==> config.mk <==
export PLATFORM = sky130hd
export DESIGN_NAME = isometric_grid_edge_rasterizer
export DESIGN_NICKNAME = d
export VERILOG_FILES = /design/src/hw/rtl/iger_pkg.sv /design/src/hw/rtl/iger_div.sv /design/src/hw/rtl/iger_datapath.sv /design/src/hw/rtl/iger_ctrl.sv /design/src/hw/rtl/isometric_grid_edge_rasterizer.sv
export SDC_FILE = /design/constraint.sdc
export NUM_CORES = 2
export LEC_CHECK = 0
export ABC_CLOCK_PERIOD_IN_PS = 7900
export BUFFER_PORTS_ARGS = -buffer_cell sky130_fd_sc_hd__buf_2
export CAP_MARGIN = 20
export CORE_MARGIN = 3
export CORE_UTILIZATION = 59
export DETAILED_ROUTE_END_ITERATION = 10
export MAX_ROUTING_LAYER = met4
export PLACE_DENSITY_LB_ADDON = 0.12
export SYNTH_ARGS = -nofsm -noshare
export SYNTH_HDL_FRONTEND = slang
export SYNTH_SLANG_ARGS = --single-unit
==> constraint.sdc <==
create_clock -name clk_i -period 7.9 [get_ports clk_i]
set_input_delay 1.58 -clock clk_i [delete_from_list [all_inputs] [get_ports clk_i]]
set_output_delay 1.58 -clock clk_i [all_outputs]
set_load 0.01 [all_outputs]
==> src/hw/rtl/iger_pkg.sv <==
`timescale 1ns / 1ps
// Shared types and constants of the isometric grid edge rasterizer.
// Used by the controller, the datapath and the top level; depends on nothing.

package iger_pkg;

  // field widths of the request and result items
  localparam int IDX_W     = 10;
  localparam int HEIGHT_W  = 11;
  localparam int PIX_W     = 16;
  localparam int COLOR_W   = 24;

  // configuration register widths
  localparam int ZOOM_W    = 8;
  localparam int SCALE_W   = 4;
  localparam int OFFS_W    = 12;

  // internal widths: lift fits 16 bits signed, screen coordinates 22 bits signed,
  // an edge spans fewer than 2^15 pixels
  localparam int LIFT_W    = 16;
  localparam int COORD_W   = 22;
  localparam int SPAN_W    = 15;

  // stream payload widths
  localparam int IN_TDATA_W  = 48;
  localparam int OUT_TDATA_W = 56;

  // configuration port
  localparam int CFG_IDX_W  = 3;
  localparam int CFG_DATA_W = 24;

  localparam logic [CFG_IDX_W-1:0] REG_ZOOM         = 3'd0;
  localparam logic [CFG_IDX_W-1:0] REG_HEIGHT_SCALE = 3'd1;
  localparam logic [CFG_IDX_W-1:0] REG_X_OFFSET     = 3'd2;
  localparam logic [CFG_IDX_W-1:0] REG_Y_OFFSET     = 3'd3;
  localparam logic [CFG_IDX_W-1:0] REG_COLOR        = 3'd4;

  // register values after reset
  localparam logic [ZOOM_W-1:0]  ZOOM_RST         = 8'd20;
  localparam logic [SCALE_W-1:0] HEIGHT_SCALE_RST = 4'd1;
  localparam logic [OFFS_W-1:0]  X_OFFSET_RST     = 12'd600;
  localparam logic [OFFS_W-1:0]  Y_OFFSET_RST     = 12'd200;
  localparam logic [COLOR_W-1:0] COLOR_RST        = 24'hFFFFFF;

  typedef struct packed {
    logic [ZOOM_W-1:0]  zoom;
    logic [SCALE_W-1:0] height_scale;
    logic [OFFS_W-1:0]  x_offset;
    logic [OFFS_W-1:0]  y_offset;
    logic [COLOR_W-1:0] color;
  } iger_cfg_t;

  // commands from the controller to the datapath
  typedef struct packed {
    logic load_in;
    logic calc_grid;
    logic calc_screen;
    logic calc_span;
    logic div_load;
    logic div_step;
    logic mul;
    logic hop_adj;
    logic emit_step;
  } iger_cmd_t;

  // status from the datapath to the controller
  typedef struct packed {
    logic div_done;
    logic last_pixel;
    logic out_free;
  } iger_sts_t;

endpackage

==> src/hw/rtl/iger_div.sv <==
`timescale 1ns / 1ps
// Two-lane radix-4 restoring divider for both DDA steps.
// Depends on iger_pkg; used by iger_datapath.

module iger_div import iger_pkg::*; #(
  parameter int FRACTION_BITS = 16
) (
  input  logic                     clk_i,
  input  logic                     rst_ni,
  input  logic                     load_i,
  input  logic                     step_i,
  input  logic [SPAN_W-1:0]        num_x_i,
  input  logic [SPAN_W-1:0]        num_y_i,
  input  logic [SPAN_W-1:0]        den_i,
  output logic [FRACTION_BITS:0]   quo_x_o,
  output logic [FRACTION_BITS:0]   quo_y_o,
  output logic                     done_o
);

  localparam int DIV_STEPS = (SPAN_W + FRACTION_BITS + 1) / 2;
  localparam int DW        = 2 * DIV_STEPS;
  localparam int CNT_W     = $clog2(DIV_STEPS + 1);
  localparam int LANES     = 2;

  logic [DW-1:0]     num_q [LANES];
  logic [DW-1:0]     num_d [LANES];
  logic [DW-1:0]     quo_q [LANES];
  logic [DW-1:0]     quo_d [LANES];
  logic [SPAN_W-1:0] rem_q [LANES];
  logic [SPAN_W-1:0] rem_d [LANES];
  logic [SPAN_W-1:0] den_q [LANES];
  logic [CNT_W-1:0]  cnt_q;

  // two quotient bits per lane in each cycle with step_i high, numerator bits shifted in msb first
  always_comb begin
    logic [SPAN_W-1:0] r;
    logic [SPAN_W:0]   t;
    logic [DW-1:0]     nm;
    logic [DW-1:0]     qq;
    for (int l = 0; l < LANES; l++) begin
      r  = rem_q[l];
      nm = num_q[l];
      qq = quo_q[l];
      for (int s = 0; s < 2; s++) begin
        t  = {r, nm[DW-1]};
        nm = {nm[DW-2:0], 1'b0};
        if (t >= {1'b0, den_q[l]}) begin
          t  = t - {1'b0, den_q[l]};
          qq = {qq[DW-2:0], 1'b1};
        end else begin
          qq = {qq[DW-2:0], 1'b0};
        end
        r = t[SPAN_W-1:0];
      end
      rem_d[l] = r;
      num_d[l] = nm;
      quo_d[l] = qq;
    end
  end

  // lane registers
  always_ff @(posedge clk_i) begin
    if (load_i) begin
      num_q[0] <= DW'(num_x_i) << FRACTION_BITS;
      num_q[1] <= DW'(num_y_i) << FRACTION_BITS;
      den_q[0] <= den_i;
      den_q[1] <= den_i;
      for (int l = 0; l < LANES; l++) begin
        rem_q[l] <= '0;
        quo_q[l] <= '0;
      end
    end else if (step_i) begin
      for (int l = 0; l < LANES; l++) begin
        rem_q[l] <= rem_d[l];
        num_q[l] <= num_d[l];
        quo_q[l] <= quo_d[l];
      end
    end
  end

  // iteration counter
  always_ff @(posedge clk_i or negedge rst_ni) begin
    if (!rst_ni) begin
      cnt_q <= '0;
    end else if (load_i) begin
      cnt_q <= CNT_W'(DIV_STEPS);
    end else if (step_i) begin
      cnt_q <= cnt_q - 1'b1;
    end
  end

  assign done_o  = (cnt_q == '0);
  assign quo_x_o = quo_q[0][FRACTION_BITS:0];
  assign quo_y_o = quo_q[1][FRACTION_BITS:0];

  // no iteration past the end of a division
  a_no_step_when_done: assert property (@(posedge clk_i) disable iff (!rst_ni)
    step_i |-> (cnt_q != '0))
    else $error("divider stepped after completion");

endmodule

==> src/hw/rtl/iger_datapath.sv <==
`timescale 1ns / 1ps
// Datapath: projection of both endpoints, span and steps, DDA walk, pixel register.
// Depends on iger_pkg and iger_div; driven by iger_ctrl through iger_cmd_t.

module iger_datapath import iger_pkg::*; #(
  parameter int MAX_SPAN      = 64,
  parameter int FRACTION_BITS = 16
) (
  input  logic                        clk_i,
  input  logic                        rst_ni,
  input  iger_cfg_t                   cfg_i,
  input  iger_cmd_t                   cmd_i,
  output iger_sts_t                   sts_o,
  input  logic                        kind_i,
  input  logic [IDX_W-1:0]            line_pos_i,
  input  logic [IDX_W-1:0]            edge_index_i,
  input  logic signed [HEIGHT_W-1:0]  height_first_i,
  input  logic signed [HEIGHT_W-1:0]  height_second_i,
  output logic                        out_valid_o,
  input  logic                        out_ready_i,
  output logic [PIX_W-1:0]            pixel_x_o,
  output logic [PIX_W-1:0]            pixel_y_o,
  output logic [COLOR_W-1:0]          pixel_color_o,
  output logic                        last_pixel_o,
  output logic                        clipped_o
);

  localparam int STEP_W = FRACTION_BITS + 2;
  localparam int PROD_W = SPAN_W + FRACTION_BITS + 2;
  localparam int AW     = COORD_W + FRACTION_BITS + 1;
  localparam int RW     = $clog2(MAX_SPAN);
  localparam int GP_W   = IDX_W + ZOOM_W;

  // sample spacing n / (MAX_SPAN - 1) by reciprocal multiplication, exact for any span
  localparam int KDEN    = MAX_SPAN - 1;
  localparam int RECIP_S = SPAN_W + $clog2(KDEN);
  localparam int RECIP_W = SPAN_W + 2;
  localparam int KP_W    = SPAN_W + RECIP_W;
  localparam logic [RECIP_W-1:0] RECIP_M = RECIP_W'(((1 << RECIP_S) + KDEN - 1) / KDEN);

  // lift of one endpoint, zero for height zero
  function automatic logic signed [LIFT_W-1:0] lift_of(logic signed [HEIGHT_W-1:0] h,
                                                      logic [ZOOM_W-1:0] z,
                                                      logic [SCALE_W-1:0] s);
    logic signed [HEIGHT_W:0]   base;
    logic signed [LIFT_W-1:0]   prod;
    base = (HEIGHT_W+1)'(h) + (HEIGHT_W+1)'({1'b0, z});
    prod = LIFT_W'(base) * LIFT_W'(signed'({1'b0, s}));
    return (h == '0) ? '0 : prod;
  endfunction

  // divide by two, rounding toward zero
  function automatic logic signed [COORD_W-1:0] half_tz(logic signed [COORD_W-1:0] v);
    logic signed [COORD_W-1:0] sh;
    sh = v >>> 1;
    if (v[COORD_W-1] && v[0]) sh = sh + COORD_W'(1'b1);
    return sh;
  endfunction

  // integer part of a walk position, rounding toward zero, wrapped to 16 bits
  function automatic logic [PIX_W-1:0] walk_pixel(logic signed [AW-1:0] v);
    logic signed [AW-1:0] sh;
    logic [PIX_W-1:0]     lo;
    sh = v >>> FRACTION_BITS;
    lo = sh[PIX_W-1:0];
    if (v[AW-1] && (v[FRACTION_BITS-1:0] != '0)) lo = lo + 1'b1;
    return lo;
  endfunction

  // request registers
  logic                        kind_q;
  logic [IDX_W-1:0]            line_q;
  logic [IDX_W-1:0]            edge_q;
  logic signed [HEIGHT_W-1:0]  h1_q;
  logic signed [HEIGHT_W-1:0]  h2_q;

  // grid stage
  logic [GP_W-1:0]             edge_prod;
  logic [GP_W-1:0]             line_prod;
  logic signed [COORD_W-1:0]   far_q, near_q, lineg_q;
  logic signed [LIFT_W-1:0]    lift1_q, lift2_q;

  // screen stage
  logic signed [COORD_W-1:0]   gx1, gy1, gx2, gy2;
  logic signed [COORD_W-1:0]   xoff_ext, yoff_ext;
  logic signed [COORD_W-1:0]   sum1, sum2;
  logic signed [COORD_W-1:0]   sx1_q, sy1_q, sx2_q, sy2_q;

  // span stage
  logic signed [COORD_W-1:0]   dx, dy, adx, ady;
  logic [SPAN_W-1:0]           adx_s, ady_s;
  logic [SPAN_W-1:0]           adx_q, ady_q, n_q;
  logic                        sgn_x_q, sgn_y_q;
  logic                        clip_q;
  logic [SPAN_W-1:0]           last_idx_q;

  // divider results, sample spacing and step products
  logic [FRACTION_BITS:0]      quo_x, quo_y;
  logic [KP_W-1:0]             kprod;
  logic [SPAN_W-1:0]           quo_k_q;
  logic [SPAN_W-1:0]           kback;
  logic [SPAN_W-1:0]           rem_k;
  logic                        div_done;
  logic signed [STEP_W-1:0]    step_x, step_y;
  logic signed [STEP_W-1:0]    step_x_q, step_y_q;
  logic signed [PROD_W-1:0]    hop_x_q, hop_y_q, hop_hi_x_q, hop_hi_y_q;
  logic [RW-1:0]               kr0_q;

  // walk state
  logic signed [AW-1:0]        acc_x_q, acc_y_q;
  logic signed [AW-1:0]        inc_x, inc_y;
  logic [SPAN_W-1:0]           idx_q;
  logic [RW-1:0]               krem_q, krem_d;
  logic [RW:0]                 ksum, klimit, kdiff;
  logic                        carry;
  logic                        is_last;
  logic [PIX_W-1:0]            px, py;

  // output register
  logic                        out_valid_q;
  logic [PIX_W-1:0]            out_x_q, out_y_q;
  logic [COLOR_W-1:0]          out_color_q;
  logic                        out_last_q, out_clip_q;

  // capture the request
  always_ff @(posedge clk_i) begin
    if (cmd_i.load_in) begin
      kind_q <= kind_i;
      line_q <= line_pos_i;
      edge_q <= edge_index_i;
      h1_q   <= height_first_i;
      h2_q   <= height_second_i;
    end
  end

  // grid positions and lifts
  assign edge_prod = GP_W'(edge_q) * GP_W'(cfg_i.zoom);
  assign line_prod = GP_W'(line_q) * GP_W'(cfg_i.zoom);

  always_ff @(posedge clk_i) begin
    if (cmd_i.calc_grid) begin
      far_q   <= signed'(COORD_W'(edge_prod));
      near_q  <= signed'(COORD_W'(edge_prod)) - signed'(COORD_W'(cfg_i.zoom));
      lineg_q <= signed'(COORD_W'(line_prod));
      lift1_q <= lift_of(h1_q, cfg_i.zoom, cfg_i.height_scale);
      lift2_q <= lift_of(h2_q, cfg_i.zoom, cfg_i.height_scale);
    end
  end

  // isometric projection of both endpoints
  always_comb begin
    gx1      = kind_q ? lineg_q : near_q;
    gy1      = kind_q ? near_q  : lineg_q;
    gx2      = kind_q ? lineg_q : far_q;
    gy2      = kind_q ? far_q   : lineg_q;
    xoff_ext = signed'(COORD_W'(cfg_i.x_offset));
    yoff_ext = signed'(COORD_W'(cfg_i.y_offset));
    sum1     = gx1 + gy1 - COORD_W'(lift1_q);
    sum2     = gx2 + gy2 - COORD_W'(lift2_q);
  end

  always_ff @(posedge clk_i) begin
    if (cmd_i.calc_screen) begin
      sx1_q <= gx1 - gy1 + xoff_ext;
      sx2_q <= gx2 - gy2 + xoff_ext;
      sy1_q <= half_tz(sum1) + yoff_ext;
      sy2_q <= half_tz(sum2) + yoff_ext;
    end
  end

  // deltas, magnitudes and pixel span
  always_comb begin
    dx    = sx2_q - sx1_q;
    dy    = sy2_q - sy1_q;
    adx   = dx[COORD_W-1] ? -dx : dx;
    ady   = dy[COORD_W-1] ? -dy : dy;
    adx_s = adx[SPAN_W-1:0];
    ady_s = ady[SPAN_W-1:0];
  end

  always_ff @(posedge clk_i) begin
    if (cmd_i.calc_span) begin
      adx_q   <= adx_s;
      ady_q   <= ady_s;
      n_q     <= (adx_s > ady_s) ? adx_s : ady_s;
      sgn_x_q <= dx[COORD_W-1];
      sgn_y_q <= dy[COORD_W-1];
    end
  end

  // sample spacing quotient and its remainder
  assign kprod = KP_W'(n_q) * KP_W'(RECIP_M);
  assign kback = quo_k_q * SPAN_W'(KDEN);
  assign rem_k = n_q - kback;

  // sampling decision
  always_ff @(posedge clk_i) begin
    if (cmd_i.div_load) begin
      clip_q     <= (n_q >= SPAN_W'(MAX_SPAN));
      last_idx_q <= (n_q >= SPAN_W'(MAX_SPAN)) ? SPAN_W'(MAX_SPAN - 1) : n_q;
      quo_k_q    <= SPAN_W'(kprod >> RECIP_S);
    end
  end

  iger_div #(
    .FRACTION_BITS (FRACTION_BITS)
  ) u_div (
    .clk_i   (clk_i),
    .rst_ni  (rst_ni),
    .load_i  (cmd_i.div_load),
    .step_i  (cmd_i.div_step),
    .num_x_i (adx_q),
    .num_y_i (ady_q),
    .den_i   (n_q),
    .quo_x_o (quo_x),
    .quo_y_o (quo_y),
    .done_o  (div_done)
  );

  // signed steps and the per-sample hop
  assign step_x = sgn_x_q ? -signed'({1'b0, quo_x}) : signed'({1'b0, quo_x});
  assign step_y = sgn_y_q ? -signed'({1'b0, quo_y}) : signed'({1'b0, quo_y});

  always_ff @(posedge clk_i) begin
    if (cmd_i.mul) begin
      step_x_q <= step_x;
      step_y_q <= step_y;
      hop_x_q  <= PROD_W'(signed'({1'b0, quo_k_q})) * PROD_W'(step_x);
      hop_y_q  <= PROD_W'(signed'({1'b0, quo_k_q})) * PROD_W'(step_y);
      kr0_q    <= rem_k[RW-1:0];
    end
  end

  // hop plus one step, taken when the sample remainder wraps
  always_ff @(posedge clk_i) begin
    if (cmd_i.hop_adj) begin
      hop_hi_x_q <= hop_x_q + PROD_W'(step_x_q);
      hop_hi_y_q <= hop_y_q + PROD_W'(step_y_q);
    end
  end

  // sample index remainder against MAX_SPAN - 1
  always_comb begin
    ksum   = (RW+1)'(krem_q) + (RW+1)'(kr0_q);
    klimit = (RW+1)'(MAX_SPAN - 1);
    kdiff  = ksum - klimit;
    carry  = (ksum >= klimit);
    krem_d = carry ? kdiff[RW-1:0] : ksum[RW-1:0];
  end

  always_comb begin
    if (!clip_q) begin
      inc_x = AW'(step_x_q);
      inc_y = AW'(step_y_q);
    end else if (carry) begin
      inc_x = AW'(hop_hi_x_q);
      inc_y = AW'(hop_hi_y_q);
    end else begin
      inc_x = AW'(hop_x_q);
      inc_y = AW'(hop_y_q);
    end
  end

  // current pixel; the final one lands exactly on the far endpoint
  assign is_last = (idx_q == last_idx_q);
  assign px      = is_last ? sx2_q[PIX_W-1:0] : walk_pixel(acc_x_q);
  assign py      = is_last ? sy2_q[PIX_W-1:0] : walk_pixel(acc_y_q);

  // walk registers
  always_ff @(posedge clk_i) begin
    if (cmd_i.hop_adj) begin
      acc_x_q <= AW'(sx1_q) << FRACTION_BITS;
      acc_y_q <= AW'(sy1_q) << FRACTION_BITS;
      idx_q   <= '0;
      krem_q  <= '0;
    end else if (cmd_i.emit_step) begin
      acc_x_q <= acc_x_q + inc_x;
      acc_y_q <= acc_y_q + inc_y;
      idx_q   <= idx_q + 1'b1;
      krem_q  <= krem_d;
    end
  end

  // output register, refilled while its content is taken
  always_ff @(posedge clk_i or negedge rst_ni) begin
    if (!rst_ni) begin
      out_valid_q <= 1'b0;
    end else if (cmd_i.emit_step) begin
      out_valid_q <= 1'b1;
    end else if (out_ready_i) begin
      out_valid_q <= 1'b0;
    end
  end

  always_ff @(posedge clk_i) begin
    if (cmd_i.emit_step) begin
      out_x_q     <= px;
      out_y_q     <= py;
      out_color_q <= cfg_i.color;
      out_last_q  <= is_last;
      out_clip_q  <= clip_q;
    end
  end

  assign sts_o.div_done   = div_done;
  assign sts_o.last_pixel = is_last;
  assign sts_o.out_free   = !out_valid_q || out_ready_i;

  assign out_valid_o   = out_valid_q;
  assign pixel_x_o     = out_x_q;
  assign pixel_y_o     = out_y_q;
  assign pixel_color_o = out_color_q;
  assign last_pixel_o  = out_last_q;
  assign clipped_o     = out_clip_q;

  // a stalled pixel stays valid and unchanged
  a_hold_while_stalled: assert property (@(posedge clk_i) disable iff (!rst_ni)
    (out_valid_q && !out_ready_i) |=>
      (out_valid_q &&
       $stable({out_x_q, out_y_q, out_color_q, out_last_q, out_clip_q})))
    else $error("stalled pixel changed or was dropped");

endmodule

==> src/hw/rtl/iger_ctrl.sv <==
`timescale 1ns / 1ps
// Controller state machine: sequences projection, division, hop setup and the walk.
// Depends on iger_pkg; drives iger_datapath through iger_cmd_t.

module iger_ctrl import iger_pkg::*; (
  input  logic      clk_i,
  input  logic      rst_ni,
  input  logic      in_valid_i,
  output logic      in_ready_o,
  input  iger_sts_t sts_i,
  output iger_cmd_t cmd_o
);

  localparam logic [3:0] ST_IDLE   = 4'd0;
  localparam logic [3:0] ST_GRID   = 4'd1;
  localparam logic [3:0] ST_SCREEN = 4'd2;
  localparam logic [3:0] ST_SPAN   = 4'd3;
  localparam logic [3:0] ST_DLOAD  = 4'd4;
  localparam logic [3:0] ST_DIV    = 4'd5;
  localparam logic [3:0] ST_MUL    = 4'd6;
  localparam logic [3:0] ST_ADJ    = 4'd7;
  localparam logic [3:0] ST_EMIT   = 4'd8;

  logic [3:0] state_q, state_d;

  // next state and commands
  always_comb begin
    state_d    = state_q;
    cmd_o      = '0;
    in_ready_o = 1'b0;
    unique case (state_q)
      ST_IDLE: begin
        in_ready_o = 1'b1;
        if (in_valid_i) begin
          cmd_o.load_in = 1'b1;
          state_d       = ST_GRID;
        end
      end
      ST_GRID: begin
        cmd_o.calc_grid = 1'b1;
        state_d         = ST_SCREEN;
      end
      ST_SCREEN: begin
        cmd_o.calc_screen = 1'b1;
        state_d           = ST_SPAN;
      end
      ST_SPAN: begin
        cmd_o.calc_span = 1'b1;
        state_d         = ST_DLOAD;
      end
      ST_DLOAD: begin
        cmd_o.div_load = 1'b1;
        state_d        = ST_DIV;
      end
      ST_DIV: begin
        if (sts_i.div_done) begin
          state_d = ST_MUL;
        end else begin
          cmd_o.div_step = 1'b1;
        end
      end
      ST_MUL: begin
        cmd_o.mul = 1'b1;
        state_d   = ST_ADJ;
      end
      ST_ADJ: begin
        cmd_o.hop_adj = 1'b1;
        state_d       = ST_EMIT;
      end
      ST_EMIT: begin
        if (sts_i.out_free) begin
          cmd_o.emit_step = 1'b1;
          if (sts_i.last_pixel) begin
            state_d = ST_IDLE;
          end
        end
      end
      default: begin
        state_d = ST_IDLE;
      end
    endcase
  end

  always_ff @(posedge clk_i or negedge rst_ni) begin
    if (!rst_ni) begin
      state_q <= ST_IDLE;
    end else begin
      state_q <= state_d;
    end
  end

  // a pixel is only pushed into a free output register
  a_emit_into_free: assert property (@(posedge clk_i) disable iff (!rst_ni)
    cmd_o.emit_step |-> sts_i.out_free)
    else $error("pixel pushed into an occupied output register");

  // an accepted request always starts the grid stage next
  a_accept_starts: assert property (@(posedge clk_i) disable iff (!rst_ni)
    (in_valid_i && in_ready_o) |=> (state_q == ST_GRID))
    else $error("accepted request did not start processing");

endmodule

==> src/hw/rtl/isometric_grid_edge_rasterizer.sv <==
`timescale 1ns / 1ps
// Top level: configuration registers, stream packing, controller and datapath.
// Depends on iger_pkg, iger_ctrl and iger_datapath.

// One request is one wireframe edge; the block answers with its pixels, one per
// stream beat, the final one marked with tlast and every beat of a sampled edge
// marked in tuser. A request is taken only when the previous edge has placed its
// final pixel in the output register. Per edge the block captures the request,
// projects both endpoints, forms the span and loads the divider, runs the two-lane
// radix-4 divider that forms both DDA steps, forms the hop products, then emits
// one pixel per cycle while the output is free: min(span + 1, MAX_SPAN) pixels.
// Configuration writes belong in idle time only.

module isometric_grid_edge_rasterizer import iger_pkg::*; #(
  parameter int MAX_SPAN      = 64,
  parameter int FRACTION_BITS = 16
) (
  input  logic                   clk_i,
  input  logic                   rst_ni,
  // configuration write port
  input  logic                   cfg_we_i,
  input  logic [CFG_IDX_W-1:0]   cfg_index_i,
  input  logic [CFG_DATA_W-1:0]  cfg_data_i,
  // edge requests
  input  logic                   s_axis_tvalid,
  output logic                   s_axis_tready,
  input  logic [IN_TDATA_W-1:0]  s_axis_tdata,  // line_pos, edge_index, height_first,
                                                // height_second, zero fill
  input  logic                   s_axis_tuser,  // kind
  // pixels
  output logic                   m_axis_tvalid,
  input  logic                   m_axis_tready,
  output logic [OUT_TDATA_W-1:0] m_axis_tdata,  // pixel_x, pixel_y, pixel_color
  output logic                   m_axis_tlast,  // last_pixel
  output logic                   m_axis_tuser   // clipped
);

  iger_cfg_t cfg_q;
  iger_cmd_t cmd;
  iger_sts_t sts;

  logic [PIX_W-1:0]   pixel_x;
  logic [PIX_W-1:0]   pixel_y;
  logic [COLOR_W-1:0] pixel_color;

  // configuration registers
  always_ff @(posedge clk_i or negedge rst_ni) begin
    if (!rst_ni) begin
      cfg_q.zoom         <= ZOOM_RST;
      cfg_q.height_scale <= HEIGHT_SCALE_RST;
      cfg_q.x_offset     <= X_OFFSET_RST;
      cfg_q.y_offset     <= Y_OFFSET_RST;
      cfg_q.color        <= COLOR_RST;
    end else if (cfg_we_i) begin
      unique case (cfg_index_i)
        REG_ZOOM:         cfg_q.zoom         <= cfg_data_i[ZOOM_W-1:0];
        REG_HEIGHT_SCALE: cfg_q.height_scale <= cfg_data_i[SCALE_W-1:0];
        REG_X_OFFSET:     cfg_q.x_offset     <= cfg_data_i[OFFS_W-1:0];
        REG_Y_OFFSET:     cfg_q.y_offset     <= cfg_data_i[OFFS_W-1:0];
        REG_COLOR:        cfg_q.color        <= cfg_data_i[COLOR_W-1:0];
        default: begin
        end
      endcase
    end
  end

  iger_ctrl u_ctrl (
    .clk_i      (clk_i),
    .rst_ni     (rst_ni),
    .in_valid_i (s_axis_tvalid),
    .in_ready_o (s_axis_tready),
    .sts_i      (sts),
    .cmd_o      (cmd)
  );

  iger_datapath #(
    .MAX_SPAN      (MAX_SPAN),
    .FRACTION_BITS (FRACTION_BITS)
  ) u_datapath (
    .clk_i           (clk_i),
    .rst_ni          (rst_ni),
    .cfg_i           (cfg_q),
    .cmd_i           (cmd),
    .sts_o           (sts),
    .kind_i          (s_axis_tuser),
    .line_pos_i      (s_axis_tdata[9:0]),
    .edge_index_i    (s_axis_tdata[19:10]),
    .height_first_i  (signed'(s_axis_tdata[30:20])),
    .height_second_i (signed'(s_axis_tdata[41:31])),
    .out_valid_o     (m_axis_tvalid),
    .out_ready_i     (m_axis_tready),
    .pixel_x_o       (pixel_x),
    .pixel_y_o       (pixel_y),
    .pixel_color_o   (pixel_color),
    .last_pixel_o    (m_axis_tlast),
    .clipped_o       (m_axis_tuser)
  );

  // pixel payload, first field in the low bits
  assign m_axis_tdata = {pixel_color, pixel_y, pixel_x};

endmodule

==> results.toml <==
[global_routing]
grt_antenna_before_repair = 0
grt_max_degree = 89
grt_overflow = 0
grt_pass1_vias = 55300
grt_usage_pct = 29.5
grt_pass1_wl_mm = 298

[worst_setup_path]
r2r_start = "u_datapath.u_div.quo_q[0][6]"
endpoint = "u_datapath.hop_x_q[27]"
critPathLaunch = "u_datapath.u_div.quo_q[0][6]"
max_stage_delay_ps = 560
crit_fanout = 7
cpMostUsedCell = "fa_1"
worstPathRequired_ps = 8330
crit_type = "register to register"
crit_path_top_delay_cell = "fa_1"
start_kind = "register"
r2r_slack_ps = 290
r2r_cells = 23
crit_arrival_ps = 8040
r2r_end = "u_datapath.hop_x_q[27]"
crit_path_end_kind = "register"
path_cells = "or4_1 -> or3_1 -> or4_1 -> o41ai_1 -> xnor2_2 -> nand2_1 -> fa_1 -> inv_1 -> fa_1 -> fa_1 -> fa_1 -> inv_1 -> fa_1 -> inv_1 -> ha_1 -> or2_2 -> a21oi_1 -> a31oi_1 -> a41oi_1 -> a21oi_1 -> a41o_1 -> a21oi_1 -> xnor2_1"

[floorplanning]
die_w_um = 362
coreArea_sq_um = 125000
die_area_sq_um = 131000
rows = 129
start_util_pct = 59.9
ios = 141
die_y_um = 362

[sta]
fmax_mhz = 131
relSlewSlack_pct = 27.4
slew_violations = 0
period_share_pct = 96.4
worstMarginPinSlew_ps = 1080
min_period_ps = 7610
clock-skew-final_ps = 31.2
setup_viol = 0
hold_violations = 0

[place]
place.gp.congestion = 0.968
post_dp_cell_area_sq_um = 77600
io_buffers = 134
dp_hpwl_mm = 145

[synthesis]
synthArstFlopShare_pct = 8.81
synth_cell_types = 91
yosys.area.top_type = "edfxtp_1"
synth_cells = 7809
synth_ff_type = "edfxtp_1"
avgSynthCellArea_sq_um = 9.57
synth_area_sq_um = 74700
ys_seq_elements = 795
yosysSeqAreaShare_pct = 30.8
synth_top_area_share_pct = 27.0
synth.area.top_cells = "edfxtp_1, fa_1, ha_1, inv_1, xnor2_1"
synth_edf_count = 672
synth_warnings = 0

[detailed_routing]
drt-initial-drc-count = 4003
ant_nets = 0
drc = 0
routedWlPerCell_um = 19.2
wirelength_mm = 185
firstDrtPassIters = 6
via_per_inst = 5.70
via_count = 55000

[finish]
multi_input_area_sq_um = 46700
drive_gt1_share_pct = 6.96
fin_nets = 9341
seqCellArea_sq_um = 23000
syn2layout_area_growth_pct = 8.37
num-fill-cells = 10200
fin_area_sq_um = 81000

[clock_tree]
clkLatencyLatePin_ps = 710
cts.clk_slew.worst_paths_ps = 60
htreeDepth = 3
ctsHoldBuffers = 0
numCtsBuffers = 93
tritoncts = "done"
clock_sinks = 795
cts-root-buf = "clkbuf_16"
clk_path_buf_depth = 3

[hold_path]
min_path_type = "register to register"
worstHoldPathCells = 2

[run_status]
status = "finished clean"

[run]
cap_viol_max_count = 0
-- timing repair --
item,in CTS,in global routing
endpoints found under the setup margin,1,14
gates cloned,0,0
resized for setup,1,14
setup buffers,0,3
pin swaps,0,1
-- cell usage in the layout (no fill, tap or decap), types with 110 or more instances in the layout --
cell / count
nand3_1: 135
xor2_1: 177
fa_1: 559
nor2b_1: 110
ha_1: 768
and2_1: 336
inv_1: 1150
nand2_1: 804
nor2_1: 434
edfxtp_1: 672
a21o_1: 147
o21ai_0: 301
a21oi_1: 403
buf_2: 133
xnor2_1: 387
-- Yosys cell counts, types with 62 or more instances --
library cell and number:
a31oi_1 88, xor2_1 178, a21oi_1 403, and2_1 337, nand4_1 62, o21bai_1 63, o21a_1 74, nor2b_1 110
nand2_1 807, xnor2_1 392, inv_1 1152, fa_1 559, nand2b_1 77, o21ai_0 304, nor2_1 435, ha_1 768
nand3_1 136, a21o_1 147, mux2i_1 71, clkbuf_1 206, nor3_1 83, edfxtp_1 672
-- metrics by stage --
step,hold WS [ps],worst slack (ps),setup TNS [ps],cells,utilization (%)
3_5_place_dp,472,-78.3,-78.3,9467,62.2
6_report,477,287,0,9653,64.9
5_1_grt,504,-8.21,-8.21,9651,64.9
4_1_cts,481,7.38,0,9643,64.8
2_1_floorplan,424,336,0,7817,-
3_3_place_gp,456,54.3,0,9465,62.2
-- kinds of logic (layout without fill, tap and decap cells) --
logic type / Yosys count / count (layout) / share of synthesized area (%)
XOR/XNOR: 570 / 570 / 6.68
AO/OA/AOI/OAI: 1384 / 1384 / 11.7
flip-flops: 795 / 795 / 30.8
AND/OR/NAND/NOR: 2227 / 2227 / 14.3
other: 1 / 11 / 0.00502
buffers and inverters: 1381 / 1578 / 6.95
adder cells (fa/ha/maj): 1327 / 1327 / 27.8
multiplexers: 124 / 124 / 1.75
-- sequential cells by signal (all words and copies together), names as in the netlist, 24 cells and up --
name                      count
u_datapath.u_div.num_q       32
u_datapath.hop_x_q           29
u_datapath.u_div.rem_q       30
u_datapath.hop_hi_x_q        33
cfg_q                        60
u_datapath.pixel_color_o     24
u_datapath.acc_x_q           39
u_datapath.u_div.quo_q       34
u_datapath.hop_hi_y_q        33
u_datapath.hop_y_q           29
u_datapath.acc_y_q           39
-- layer usage --
metal | up-vias | wire length [um] | GRT usage, %
met5 | - | 0 | -
met4 | 0 | 8440 | 11.4
met3 | 326 | 9340 | 3.62
met2 | 1367 | 87700 | 47.8
met1 | 26700 | 79800 | 38.0
li1 | 26600 | - | -
-- layout make-up --
class | count | share of cell area [%]
multi-input cells | 5641 | 57.7
flip-flops and latches | 795 | 28.4
inverters | 1158 | 5.37
clock buffers | 120 | 3.08
well taps | 1637 | 2.53
repair buffers | 244 | 1.96
clock inverters | 56 | 0.895
diodes | 2 | 0.00618
-- worst min path at each step --
stage                                 start                     end
5_1_grt                u_datapath.krem_q[5]    u_datapath.krem_q[5]
2_1_floorplan  u_datapath.u_div.quo_q[0][0]  u_datapath.step_x_q[0]
3_3_place_gp          u_datapath.acc_y_q[6]   u_datapath.acc_y_q[6]
4_1_cts                u_datapath.krem_q[0]    u_datapath.krem_q[0]
3_5_place_dp           u_datapath.krem_q[0]    u_datapath.krem_q[0]
6_report               u_datapath.krem_q[0]    u_datapath.krem_q[0]
-- worst max-delay path, delay by kind of cell, from the launching register on --
family,cells,cell delay (ps)
adders and majority gates,6,2890
xor gates and xnor gates,2,360
DFF,1,420
AOI/OAI and AO/OA,7,1650
and+or+nand+nor,5,1890
buffers and inverters,3,160
Power is not shown: default switching activity piles up to over one toggle a cycle in this logic, so the estimate is an artifact.
